==> src/hdl/tbs_pkg.sv <==
`timescale 1ns / 1ps
// ----------------------------------------------------------------------------
// tbs_pkg
// Shared types, constants and helpers of the terminal byte sanitizer.
// ----------------------------------------------------------------------------
package tbs_pkg;

  // Register indexes of the configuration port
  localparam logic [1:0] REG_MODE_FLAGS     = 2'd0;
  localparam logic [1:0] REG_NEWLINE_LENGTH = 2'd1;
  localparam logic [1:0] REG_NEWLINE_BYTES  = 2'd2;

  // Mode flag bit positions
  localparam int F_LF     = 0;
  localparam int F_CUSTOM = 1;
  localparam int F_DELNL  = 2;
  localparam int F_INVHEX = 3;
  localparam int F_DELINV = 4;
  localparam int F_NOBS   = 5;
  localparam int F_KEEP15 = 6;
  localparam int F_NONUL  = 7;
  localparam int F_ALLHEX = 8;

  // Longest custom newline and the cap applied to newline_length
  localparam int          NEWLINE_MAX = 4;
  localparam int          NL_CAP_INT  = (NEWLINE_MAX < 4) ? NEWLINE_MAX : 4;
  localparam logic [2:0]  NL_CAP      = 3'(NL_CAP_INT);

  // Byte constants
  localparam logic [7:0] CH_NUL   = 8'h00;
  localparam logic [7:0] CH_LO15  = 8'h01;
  localparam logic [7:0] CH_HI15  = 8'h05;
  localparam logic [7:0] CH_BS    = 8'h08;
  localparam logic [7:0] CH_TAB   = 8'h09;
  localparam logic [7:0] CH_LF    = 8'h0A;
  localparam logic [7:0] CH_CR    = 8'h0D;
  localparam logic [7:0] CH_SPACE = 8'h20;
  localparam logic [7:0] CH_TILDE = 8'h7E;
  localparam logic [7:0] CH_LBRK  = 8'h5B;
  localparam logic [7:0] CH_RBRK  = 8'h5D;

  // Reset values of the registers
  localparam logic [8:0]  MODE_RST  = 9'h000;
  localparam logic [2:0]  NLLEN_RST = 3'd2;
  localparam logic [31:0] NLBYT_RST = 32'h0000_0A0D;

  typedef struct packed {
    logic [7:0] in_byte;
    logic       end_of_string;
  } in_item_t;

  typedef struct packed {
    logic [7:0] out_byte;
    logic       last_of_run;
  } out_item_t;

  typedef struct packed {
    logic [8:0]  mode_flags;
    logic [2:0]  newline_length;
    logic [31:0] newline_bytes;
  } cfg_t;

  // Up to four output bytes produced by one item, byte 0 goes out first
  typedef struct packed {
    logic [3:0][7:0] bytes;
    logic [2:0]      count;
  } bundle_t;

  function automatic logic [7:0] hex_digit(input logic [3:0] v);
    logic [7:0] w;
    w = {4'h0, v};
    return (v < 4'd10) ? (8'h30 + w) : (8'h37 + w);
  endfunction

endpackage

==> src/hdl/tbs_front.sv <==
`timescale 1ns / 1ps
// ----------------------------------------------------------------------------
// tbs_front
// Classifies each accepted item and expands it into a bundle of output bytes.
// ----------------------------------------------------------------------------
module tbs_front import tbs_pkg::*; (
  input  logic     clk,
  input  logic     rst_n,
  input  cfg_t     cfg,
  input  logic     accept,
  input  in_item_t item,
  output logic     push,
  output bundle_t  bundle
);

  logic [7:0] prev_byte_r, prev_byte_nxt;
  logic       prev_drop_r, prev_drop_nxt;

  logic [7:0] c;
  logic       is_nl, prev_nl, handled, dropped;
  logic [2:0] nl_len;
  logic [8:0] m;

  assign c = item.in_byte;
  assign m = cfg.mode_flags;
  assign is_nl   = (c == CH_LF) || (c == CH_CR);
  assign prev_nl = (prev_byte_r == CH_LF) || (prev_byte_r == CH_CR);
  assign nl_len  = (cfg.newline_length > NL_CAP) ? NL_CAP : cfg.newline_length;

  always_comb begin
    bundle       = '0;
    handled      = 1'b0;
    dropped      = 1'b0;
    if (m[F_ALLHEX]) begin
      bundle.bytes[0] = hex_digit(c[7:4]);
      bundle.bytes[1] = hex_digit(c[3:0]);
      bundle.bytes[2] = CH_SPACE;
      bundle.count    = 3'd3;
      handled         = 1'b1;
    end else if (is_nl) begin
      handled = 1'b1;
      if (m[F_DELNL]) begin
        bundle.count = 3'd0;
      end else if ((m[F_LF] || m[F_CUSTOM]) && prev_nl && (prev_byte_r != c) &&
                   !prev_drop_r) begin
        dropped = 1'b1;
      end else if (m[F_LF]) begin
        bundle.bytes[0] = CH_LF;
        bundle.count    = 3'd1;
      end else if (m[F_CUSTOM]) begin
        bundle.bytes = cfg.newline_bytes;
        bundle.count = nl_len;
      end else begin
        bundle.bytes[0] = c;
        bundle.count    = 3'd1;
      end
    end else if (c == CH_BS) begin
      handled = m[F_NOBS];
    end else if (c == CH_NUL) begin
      handled = m[F_NONUL];
    end else if (((c >= CH_SPACE) && (c <= CH_TILDE)) || (c == CH_TAB)) begin
      bundle.bytes[0] = c;
      bundle.count    = 3'd1;
      handled         = 1'b1;
    end else if ((c >= CH_LO15) && (c <= CH_HI15) && m[F_KEEP15]) begin
      bundle.bytes[0] = c;
      bundle.count    = 3'd1;
      handled         = 1'b1;
    end

    if (!handled) begin
      if (m[F_DELINV]) begin
        bundle.count = 3'd0;
      end else if (m[F_INVHEX]) begin
        bundle.bytes[0] = CH_LBRK;
        bundle.bytes[1] = hex_digit(c[7:4]);
        bundle.bytes[2] = hex_digit(c[3:0]);
        bundle.bytes[3] = CH_RBRK;
        bundle.count    = 3'd4;
      end else begin
        bundle.bytes[0] = c;
        bundle.count    = 3'd1;
      end
    end
  end

  assign push = accept && (bundle.count != 3'd0);

  // History clears after the last item of a string
  always_comb begin
    prev_byte_nxt = prev_byte_r;
    prev_drop_nxt = prev_drop_r;
    if (accept) begin
      if (item.end_of_string) begin
        prev_byte_nxt = 8'h00;
        prev_drop_nxt = 1'b0;
      end else begin
        prev_byte_nxt = c;
        prev_drop_nxt = dropped;
      end
    end
  end

  always_ff @(posedge clk) begin
    if (!rst_n) begin
      prev_byte_r <= 8'h00;
      prev_drop_r <= 1'b0;
    end else begin
      prev_byte_r <= prev_byte_nxt;
      prev_drop_r <= prev_drop_nxt;
    end
  end

endmodule

==> src/hdl/tbs_queue.sv <==
`timescale 1ns / 1ps
// ----------------------------------------------------------------------------
// tbs_queue
// Short register queue of byte bundles between the front and back parts.
// ----------------------------------------------------------------------------
module tbs_queue import tbs_pkg::*; #(
  parameter int DEPTH = 4
) (
  input  logic    clk,
  input  logic    rst_n,
  input  logic    push,
  input  bundle_t push_data,
  output logic    full,
  input  logic    pop,
  output logic    head_valid,
  output bundle_t head_data
);

  localparam int PTR_W = (DEPTH > 1) ? $clog2(DEPTH) : 1;
  localparam int CNT_W = $clog2(DEPTH + 1);
  localparam logic [PTR_W-1:0] PTR_LAST = PTR_W'(DEPTH - 1);
  localparam logic [CNT_W-1:0] CNT_FULL = CNT_W'(DEPTH);

  bundle_t            store_r [DEPTH];
  logic [PTR_W-1:0]   wr_ptr_r, wr_ptr_nxt;
  logic [PTR_W-1:0]   rd_ptr_r, rd_ptr_nxt;
  logic [CNT_W-1:0]   cnt_r, cnt_nxt;
  logic               do_push, do_pop;

  assign full       = (cnt_r == CNT_FULL);
  assign head_valid = (cnt_r != '0);
  assign head_data  = store_r[rd_ptr_r];
  assign do_push    = push && !full;
  assign do_pop     = pop && head_valid;

  always_comb begin
    wr_ptr_nxt = wr_ptr_r;
    rd_ptr_nxt = rd_ptr_r;
    cnt_nxt    = cnt_r;
    if (do_push) begin
      wr_ptr_nxt = (wr_ptr_r == PTR_LAST) ? '0 : wr_ptr_r + 1'b1;
    end
    if (do_pop) begin
      rd_ptr_nxt = (rd_ptr_r == PTR_LAST) ? '0 : rd_ptr_r + 1'b1;
    end
    if (do_push && !do_pop) begin
      cnt_nxt = cnt_r + 1'b1;
    end else if (do_pop && !do_push) begin
      cnt_nxt = cnt_r - 1'b1;
    end
  end

  always_ff @(posedge clk) begin
    if (!rst_n) begin
      wr_ptr_r <= '0;
      rd_ptr_r <= '0;
      cnt_r    <= '0;
    end else begin
      wr_ptr_r <= wr_ptr_nxt;
      rd_ptr_r <= rd_ptr_nxt;
      cnt_r    <= cnt_nxt;
    end
  end

  always_ff @(posedge clk) begin
    if (do_push) begin
      store_r[wr_ptr_r] <= push_data;
    end
  end

endmodule

==> src/hdl/tbs_back.sv <==
`timescale 1ns / 1ps
// ----------------------------------------------------------------------------
// tbs_back
// Serializes the head bundle into out_item_r, one byte a cycle unless stalled.
// ----------------------------------------------------------------------------
module tbs_back import tbs_pkg::*; (
  input  logic      clk,
  input  logic      rst_n,
  input  logic      head_valid,
  input  bundle_t   head_data,
  output logic      pop,
  output logic      out_valid,
  input  logic      out_stall,
  output out_item_t out_item
);

  logic [1:0]  idx_r, idx_nxt;
  logic        out_valid_r, out_valid_nxt;
  out_item_t   out_item_r;
  logic        load, is_last;

  // Load when the output register is empty or is being taken this cycle
  assign load    = head_valid && (!out_valid_r || !out_stall);
  assign is_last = ({1'b0, idx_r} == (head_data.count - 3'd1));
  assign pop     = load && is_last;

  always_comb begin
    idx_nxt       = idx_r;
    out_valid_nxt = out_valid_r;
    if (load) begin
      idx_nxt       = is_last ? 2'd0 : idx_r + 2'd1;
      out_valid_nxt = 1'b1;
    end else if (!out_stall) begin
      out_valid_nxt = 1'b0;
    end
  end

  always_ff @(posedge clk) begin
    if (!rst_n) begin
      idx_r       <= 2'd0;
      out_valid_r <= 1'b0;
    end else begin
      idx_r       <= idx_nxt;
      out_valid_r <= out_valid_nxt;
    end
  end

  always_ff @(posedge clk) begin
    if (load) begin
      out_item_r.out_byte    <= head_data.bytes[idx_r];
      out_item_r.last_of_run <= is_last;
    end
  end

  assign out_valid = out_valid_r;
  assign out_item  = out_item_r;

endmodule

==> src/hdl/terminal_byte_sanitizer_core.sv <==
`timescale 1ns / 1ps
// ----------------------------------------------------------------------------
// terminal_byte_sanitizer_core
// Cleans a received byte stream: hex dump, line ending rewrite, removal or
// bracketing of non-printable bytes.
// ----------------------------------------------------------------------------
// Usage:
//   Input channel in_valid / in_stall / in_item carries one received byte and
//   an end-of-string mark per item. Output channel out_valid / out_stall /
//   out_item carries zero to four bytes per input item; last_of_run marks
//   the final byte of each input item. Items that expand to nothing emit no
//   output at all.
//   Each bundle is registered in the queue before its bytes reach the output.
//   Throughput: one input item per cycle for single-byte results while
//   out_stall is low; an item that expands to more than one byte is limited by
//   the single output register that the serializer fills one byte a cycle.
//   A queue of QUEUE_DEPTH bundles decouples the classifier from the
//   serializer; in_stall rises only when that queue is full.
//   Reset (rst_n low, synchronous) empties the queue and output register,
//   clears the byte history and loads the register defaults (mode 0, CR/LF
//   custom newline of length 2).
//   While out_stall is high the output item holds; the queue keeps taking
//   items until it fills.
//   Write configuration through cfg_we / cfg_index / cfg_data only while
//   the block is idle.
// ----------------------------------------------------------------------------
module terminal_byte_sanitizer_core import tbs_pkg::*; #(
  parameter int QUEUE_DEPTH = 4
) (
  input  logic        clk,
  input  logic        rst_n,
  input  logic        in_valid,
  output logic        in_stall,
  input  in_item_t    in_item,
  output logic        out_valid,
  input  logic        out_stall,
  output out_item_t   out_item,
  input  logic        cfg_we,
  input  logic [1:0]  cfg_index,
  input  logic [31:0] cfg_data
);

  cfg_t    cfg_r, cfg_nxt;
  logic    in_accept;
  logic    push, full, pop, head_valid;
  bundle_t push_data, head_data;

  // Register file: take each write by index, ignore unknown indexes
  always_comb begin
    cfg_nxt = cfg_r;
    if (cfg_we) begin
      case (cfg_index)
        REG_MODE_FLAGS:     cfg_nxt.mode_flags     = cfg_data[8:0];
        REG_NEWLINE_LENGTH: cfg_nxt.newline_length = cfg_data[2:0];
        REG_NEWLINE_BYTES:  cfg_nxt.newline_bytes  = cfg_data;
        default:            cfg_nxt = cfg_r;
      endcase
    end
  end

  always_ff @(posedge clk) begin
    if (!rst_n) begin
      cfg_r.mode_flags     <= MODE_RST;
      cfg_r.newline_length <= NLLEN_RST;
      cfg_r.newline_bytes  <= NLBYT_RST;
    end else begin
      cfg_r <= cfg_nxt;
    end
  end

  // Hold off the sender only when the bundle queue has no room
  assign in_stall  = full;
  assign in_accept = in_valid && !full;

  tbs_front u_front (
    .clk    (clk),
    .rst_n  (rst_n),
    .cfg    (cfg_r),
    .accept (in_accept),
    .item   (in_item),
    .push   (push),
    .bundle (push_data)
  );

  tbs_queue #(
    .DEPTH (QUEUE_DEPTH)
  ) u_queue (
    .clk        (clk),
    .rst_n      (rst_n),
    .push       (push),
    .push_data  (push_data),
    .full       (full),
    .pop        (pop),
    .head_valid (head_valid),
    .head_data  (head_data)
  );

  tbs_back u_back (
    .clk        (clk),
    .rst_n      (rst_n),
    .head_valid (head_valid),
    .head_data  (head_data),
    .pop        (pop),
    .out_valid  (out_valid),
    .out_stall  (out_stall),
    .out_item   (out_item)
  );

endmodule

==> config.mk <==
export PLATFORM = sky130hd
export DESIGN_NAME = terminal_byte_sanitizer_core
export DESIGN_NICKNAME = d
export VERILOG_FILES = /design/src/hdl/tbs_pkg.sv /design/src/hdl/tbs_front.sv /design/src/hdl/tbs_queue.sv /design/src/hdl/tbs_back.sv /design/src/hdl/terminal_byte_sanitizer_core.sv
export SDC_FILE = /design/constraint.sdc
export NUM_CORES = 1
export LEC_CHECK = 0
export BUFFER_PORTS_ARGS = -buffer_cell sky130_fd_sc_hd__buf_2
export CORE_MARGIN = 2
export CORE_UTILIZATION = 59
export DETAILED_ROUTE_END_ITERATION = 10
export PLACE_DENSITY = 0.83
export SYNTH_ARGS = -nofsm -noshare
export SYNTH_HDL_FRONTEND = slang
export SYNTH_SLANG_ARGS = --single-unit
==> constraint.sdc <==
create_clock -name clk -period 4.8 [get_ports clk]
set_input_delay 0.48 -clock clk [delete_from_list [all_inputs] [get_ports clk]]
set_output_delay 0.48 -clock clk [all_outputs]
set_load 0.02 [all_outputs]
==> After elaboration in Yosys (flattened, before gate mapping) <==
Memory sizes are Yosys's and may differ from the RTL's. A register that Yosys moved wholly into a read port is not among the register bits.
Index checks and enable logic that the tools add are counted.
{ "classes": {"eq_ne": 14, "mux": 51, "reduce_logical": 33, "magnitude_cmp": 8, "n_addsub": 10} }
{ "ops": {"columns": ["op", "n"], "rows": [
  ["2-to-1 mux 35 bit", 5],
  ["2-to-1 mux 24 bit", 4],
  ["2-to-1 mux 11 bit", 8],
  ["2-to-1 mux 32 bit", 2],
  ["== test 8 x 4 -> 1 bit (second input constant)", 6],
  ["2-to-1 mux 8 bit", 5],
  ["adder 6 x 4 -> 7 bit (first input constant)", 4],
  ["2-to-1 mux 27 bit", 1],
  ["binary-select mux 8 bit (select 2 bit)", 1],
  ["2-to-1 mux 1 bit", 15],
  ["2-to-1 mux 3 bit", 5],
  ["logical AND 1 bit", 14],
  ["2-to-1 mux 2 bit", 5],
  ["greater-or-equal comparator 8 x 1 -> 1 bit (second input constant)", 1],
  ["greater-or-equal comparator 8 x 6 -> 1 bit (second input constant)", 1],
  ["less-or-equal comparator 8 x 3 -> 1 bit (second input constant)", 1],
  ["less-or-equal comparator 8 x 7 -> 1 bit (second input constant)", 1],
  ["zero test 8 bit", 1],
  ["< comparator 4 bit (second input constant)", 2],
  ["inequality test 8 bit", 1],
  ["adder 2 x 1 -> 2 bit (second input constant)", 3],
  ["== test 2 bit (second input constant)", 3],
  ["zero test 1 bit", 6],
  ["AND reduction 2 bit", 3],
  ["other kinds (12)", 18]
]} }
{ "word_totals": {"mem_count": 1, "mem_bits_rw": 140, "elab_cells": 129, "output_inout_bits": 11, "register_bits": 72, "input_bits": 48} }
{ "mem_list": {"columns": ["name", "words", "word_bits", "rd", "rd_clocked_by_memory_dff", "wr", "line", "source"], "rows": [
  ["u_queue.store_r", 4, 35, 1, 1, 1, "tbs_queue.sv:24", "bundle_t store_r [DEPTH];"]
]} }

==> Depth between registers and ports, before layout <==
{ "depth": {"depth_word": 22, "depth_mapped": 15, "mapped_depth_nobuf": 13} }

==> Hierarchy <==
A second synthesis with hierarchy kept.
{ "unflattened": {"cells_unflattened": 687, "hier_area_um2": 9606.7} }
{ "by_module_without_submodules": {"columns": ["module", "area_each_um2", "seq_area_each_um2", "instances", "cells_each"], "rows": [
  ["tbs_queue", 5584.1, 4384.2, 1, 234],
  ["terminal_byte_sanitizer_core", 1757.9, 880.8, 1, 186],
  ["tbs_front", 1576.5, 180.2, 1, 227],
  ["tbs_back", 688.2, 330.3, 1, 40]
]} }

==> Worst setup path before layout <==
Ideal clock, no wire load.
{ "synth_timing": {"kind": "input -> register", "startpoint": "input port in_item[6] (netlist bit)", "endpoint": "memory u_queue.store_r[0][0] (netlist bit), enable pin", "path_stages": 10, "required_ps": 4405, "setup_slack_ps": 1254, "path_buffers": 2, "arrival_time_ps": 3151, "cell_sequence": "clkbuf_1 -> inv_1 -> ha_1 -> nor3b_1 -> and3_1 -> or3_1 -> nor3_2 -> o41a_1 -> buf_2 -> and2_1"} }
{ "synth_via": {"elab_chain_cells": 16, "word_cells_on_any_way": 40} }
{ "synth_rtl": {"columns": ["item", "line", "source"], "rows": [
  ["from (decl)", "terminal_byte_sanitizer_core.sv:34", "input in_item_t in_item,"],
  ["branches (longest 10 deep; another with greater-or-equal comparator 8 x 1 -> 1 bit)", null, null],
  ["2-to-1 mux 35 bit *", "tbs_front.sv:71", "if (!handled) begin"],
  ["nonzero test 3 bit *", "tbs_front.sv:87", "assign push = accept && (bundle.count != 3'd0);"],
  ["logical AND 1 bit *", "tbs_front.sv:87", null],
  ["logical AND 1 bit *", "tbs_queue.sv:33", "assign do_push = push && !full;"],
  ["named net u_queue.do_push", "tbs_queue.sv:28", "logic do_push, do_pop;"],
  ["2-to-1 mux 1 bit *", "tbs_queue.sv:66", "if (do_push) begin"],
  ["2-to-1 mux 1 bit (implied by the code) *", "tbs_queue.sv:67", "store_r[wr_ptr_r] <= push_data;"],
  ["to (decl)", "tbs_queue.sv:24", null]
]} }
Mark *: on every way through the listed nets, which the timed path passes. The select of a mux whose other input is x is not followed.

==> Final worst setup path <==
{ "layout_timing": {"startpoint": "input port in_item[2] (netlist bit)", "endpoint": "register u_queue.cnt_r[2]"} }
{ "layout_via": {"elab_chain_cells": 17, "word_cells_on_any_way": 43} }
{ "layout_rtl": {"columns": ["item", "line", "source"], "rows": [
  ["branches (longest 10 deep; another with greater-or-equal comparator 8 x 1 -> 1 bit)", null, null],
  ["2-to-1 mux 35 bit *", "tbs_front.sv:71", null],
  ["nonzero test 3 bit *", "tbs_front.sv:87", null],
  ["logical AND 1 bit *", "tbs_front.sv:87", null],
  ["logical AND 1 bit *", "tbs_queue.sv:33", null],
  ["zero test 1 bit", "tbs_queue.sv:48", "end else if (do_pop && !do_push) begin"],
  ["logical AND 1 bit", "tbs_queue.sv:48", null],
  ["nonzero test 2 bit (no source line)", null, null],
  ["to (signal assigned)", "tbs_queue.sv:61", "cnt_r <= cnt_nxt;"],
  ["to (decl)", "tbs_queue.sv:27", "logic [CNT_W-1:0] cnt_r, cnt_nxt;"]
]} }
Every way passes the cells marked *. The select of a mux whose other input is x is not followed.
A chain may end at the register's enable or synchronous reset.

==> impl_metrics.toml <==
[detailed_routing]
wl_um = 20420
wl_per_cell_um = 21.32
via_per_inst = 6.091
drt_first_iter_violations = 488
num_vias = 5835
ant_nets = 0
first_pass_iters = 5
drcViolationCount = 0

[worst_hold_path]
hp-class = "primary input to flop"
min_from = "cfg_data[23]"

[sta]
clock.fmax_ghz = 0.2725
finalSetupViolCount = 0
worstMarginPinSlew_ns = 1.216
maxSlewHeadroom_pct = 18.95
period_needed_ns = 3.670
fin_tns_setup_ns = 0
drv_slew = 0
fin_crit_sh_pct = 76.45
hold_viol = 0
clock_skew_ns = 0.02421
rsz0062_at_grt = "no"

[synth]
syn_area_um2 = 9289
synth_edf_count = 149
seq_area_frac_synth_pct = 62.18
synth_seq_cells = 214
synthDistinctLibCells = 58
synth-warning-count = 0
syn_nets = 744
postSynthCellCount = 681
synthFlopType = "edfxtp_1"
synth_area_per_cell_um2 = 13.64
ys_async_sr_fraction_pct = 0

[floorplanning]
ioPinCount = 59
die_w_um = 129.5
start_util_pct = 60.65
die-height_um = 129.5
coreArea_um2 = 15310
rows = 45
dieArea_um2 = 16760

[clocking]
cts.path.max_buffers = 3
clock_sinks = 214
htreeDepth = 1
root_buffer = "clkbuf_16"
clkSlewWorstSetupHoldPaths_ns = 0.06
cts_tree = "built"
cts_setup_buffers = 0
cts_buffers = 22
clock_latency_ns = 0.52
ctsResizeCount = 0
cts_hold_buf = 0

[grt]
first_global_vias = 5662
grt_max_degree = 65
antenna_found_initial = 0
track_usage_pct = 25.33
grt_pass1_wl_um = 31760
overflow = 0

[power_and_ir_drop]
leakage_nw = 3.684
peakVddDrop_v = 0.0003632
power_density_nw_per_um2 = 461.4

[finish]
fillers = 1040
final_layout_size_suffix_gt1_share_pct = 20.62
finalNonFillerCells = 958
area_growth_pct = 12.51
layout_common_cells = "edfxtp_1, nand2_1, dfxtp_1"
layout_commonest_cell = "edfxtp_1"
nNetsFinal = 794
seq_area_um2 = 5777
diodes = 0
multi_input_area_um2 = 3284

[setup_path]
criticalPathCategory = "primary input to flop"
cp_max_fo = 8
startpoint = "in_item[2]"
start_kind = "primary input"
critPathCaptureType = "flop"
crit_required_ns = 5.23
crit_arrival_ns = 4.10

[flow_run]
cap_violations = 0

[placed_design]
place_congestion = 0.9082
place.detailed.hpwl_um = 13290
io_buffers = 58
dp_cells = 918

[outcome]
outcome = "complete, no violations"
[per-layer routing]
layer	up-vias	global-route usage (%)	part of all wire [%]
met5	-	0	0
met4	0	7.464	2.4
met3	33	4.583	7.6
li1	2652	-	-
met1	2887	35.86	42
met2	263	40.90	48
[layout make-up]
| type | instances | share of cell area [%] |
|---|---|---|
| Tap cell | 211 | 2.526 |
| Clock buffer | 36 | 6.249 |
| Sequential cell | 214 | 55.27 |
| Clock inverter | 4 | 0.3472 |
| Inverter | 17 | 0.6106 |
| Timing Repair Buffer | 69 | 3.568 |
| Multi-Input combinational cell | 407 | 31.43 |
[flip-flops by register name, summed over array words and instances, names as in the netlist, 2 cells and up, named ones only]
signal / flops
cfg_r: 44
u_back.idx_r: 2
u_back.out_item: 9
u_front.prev_byte_r: 8
u_queue.cnt_r: 3
u_queue.rd_ptr_r: 2
u_queue.store_r: 140
u_queue.wr_ptr_r: 2
[cells in the mapped netlist, drive strengths merged (4+ instances only)]
| cell | n | area [µm²] |
|---|---|---|
| ha | 14 | 175.2 |
| nor3b | 6 | 45.04 |
| nor2b | 23 | 143.9 |
| inv | 17 | 63.81 |
| and2 | 10 | 62.56 |
| edfxtp | 149 | 4474 |
| a22o | 4 | 35.03 |
| buf | 12 | 60.06 |
| mux2i | 17 | 170.2 |
| a21oi | 28 | 140.1 |
| xor2 | 11 | 96.34 |
| nand2 | 100 | 375.4 |
| a211oi | 4 | 30.03 |
| clkbuf | 31 | 116.4 |
| nand2b | 4 | 25.02 |
| nor3 | 14 | 75.07 |
| nand3 | 10 | 50.05 |
| o21ai | 13 | 65.06 |
| a21boi | 29 | 217.7 |
| o221ai | 5 | 43.79 |
| xnor2 | 6 | 52.55 |
| nor4 | 7 | 50.05 |
| mux4 | 43 | 968.4 |
| dfxtp | 65 | 1301 |
| nor2 | 15 | 56.30 |
[stage by stage]
step	power [mW]	instance area [µm²]	utilization, %	hold slack [ns]	setup slack (ns)
final	4.823	10450	68.24	0.2125	1.130
after global routing	5.022	10450	68.24	0.2153	0.8695
after CTS	4.858	10450	68.24	0.2001	1.170
after detailed placement	3.251	9762	63.74	0.4629	0.6819
after global placement	3.210	9762	63.74	0.4514	0.8487
after floorplan	2.980	9289	-	0.4388	1.254
[critical path, stage by stage]
cell and delay [ns]:
buf_2 0.17, inv_1 0.13, ha_1 0.23, mux2_2 0.28
and3_1 0.20, or3_1 0.37, nor3_2 0.37, o41a_1 0.42
ha_1 0.27, inv_1 0.07, fa_1 0.38, xor2_1 0.18
or3_1 0.32, a21boi_0 0.21
[where the power goes]
group / switching [mW] / internal (mW) / leakage (nW) / total, mW
sequential: 0.106 / 2.21 / 1.93 / 2.31
clock: 0.679 / 0.933 / 0.331 / 1.61
combinational: 0.481 / 0.418 / 1.43 / 0.899
[cells by family (layout without fill, tap and decap cells)]
family                     Yosys count  after routing  synth area share [%]
muxes                               61             61                 12.38
AOI/OAI and AO/OA                  110            110                 8.203
and+or+nand+nor                    204            204                 10.95
buffers and inverters               60            126                 2.586
adders and majority gates           15             15                 2.101
xor gates and xnor gates            17             17                 1.603
DFF                                214            214                 62.18
[final timing paths]
kind,to,slack (ns),cells after the start
hold / removal,cfg_r[23],0.21,3
setup / recovery,u_queue.cnt_r[2],1.13,14
setup reg to reg,u_queue.cnt_r[2],1.35,13
hold reg to reg,cfg_r[18],0.47,2
(Power assumes the default switching activity.)
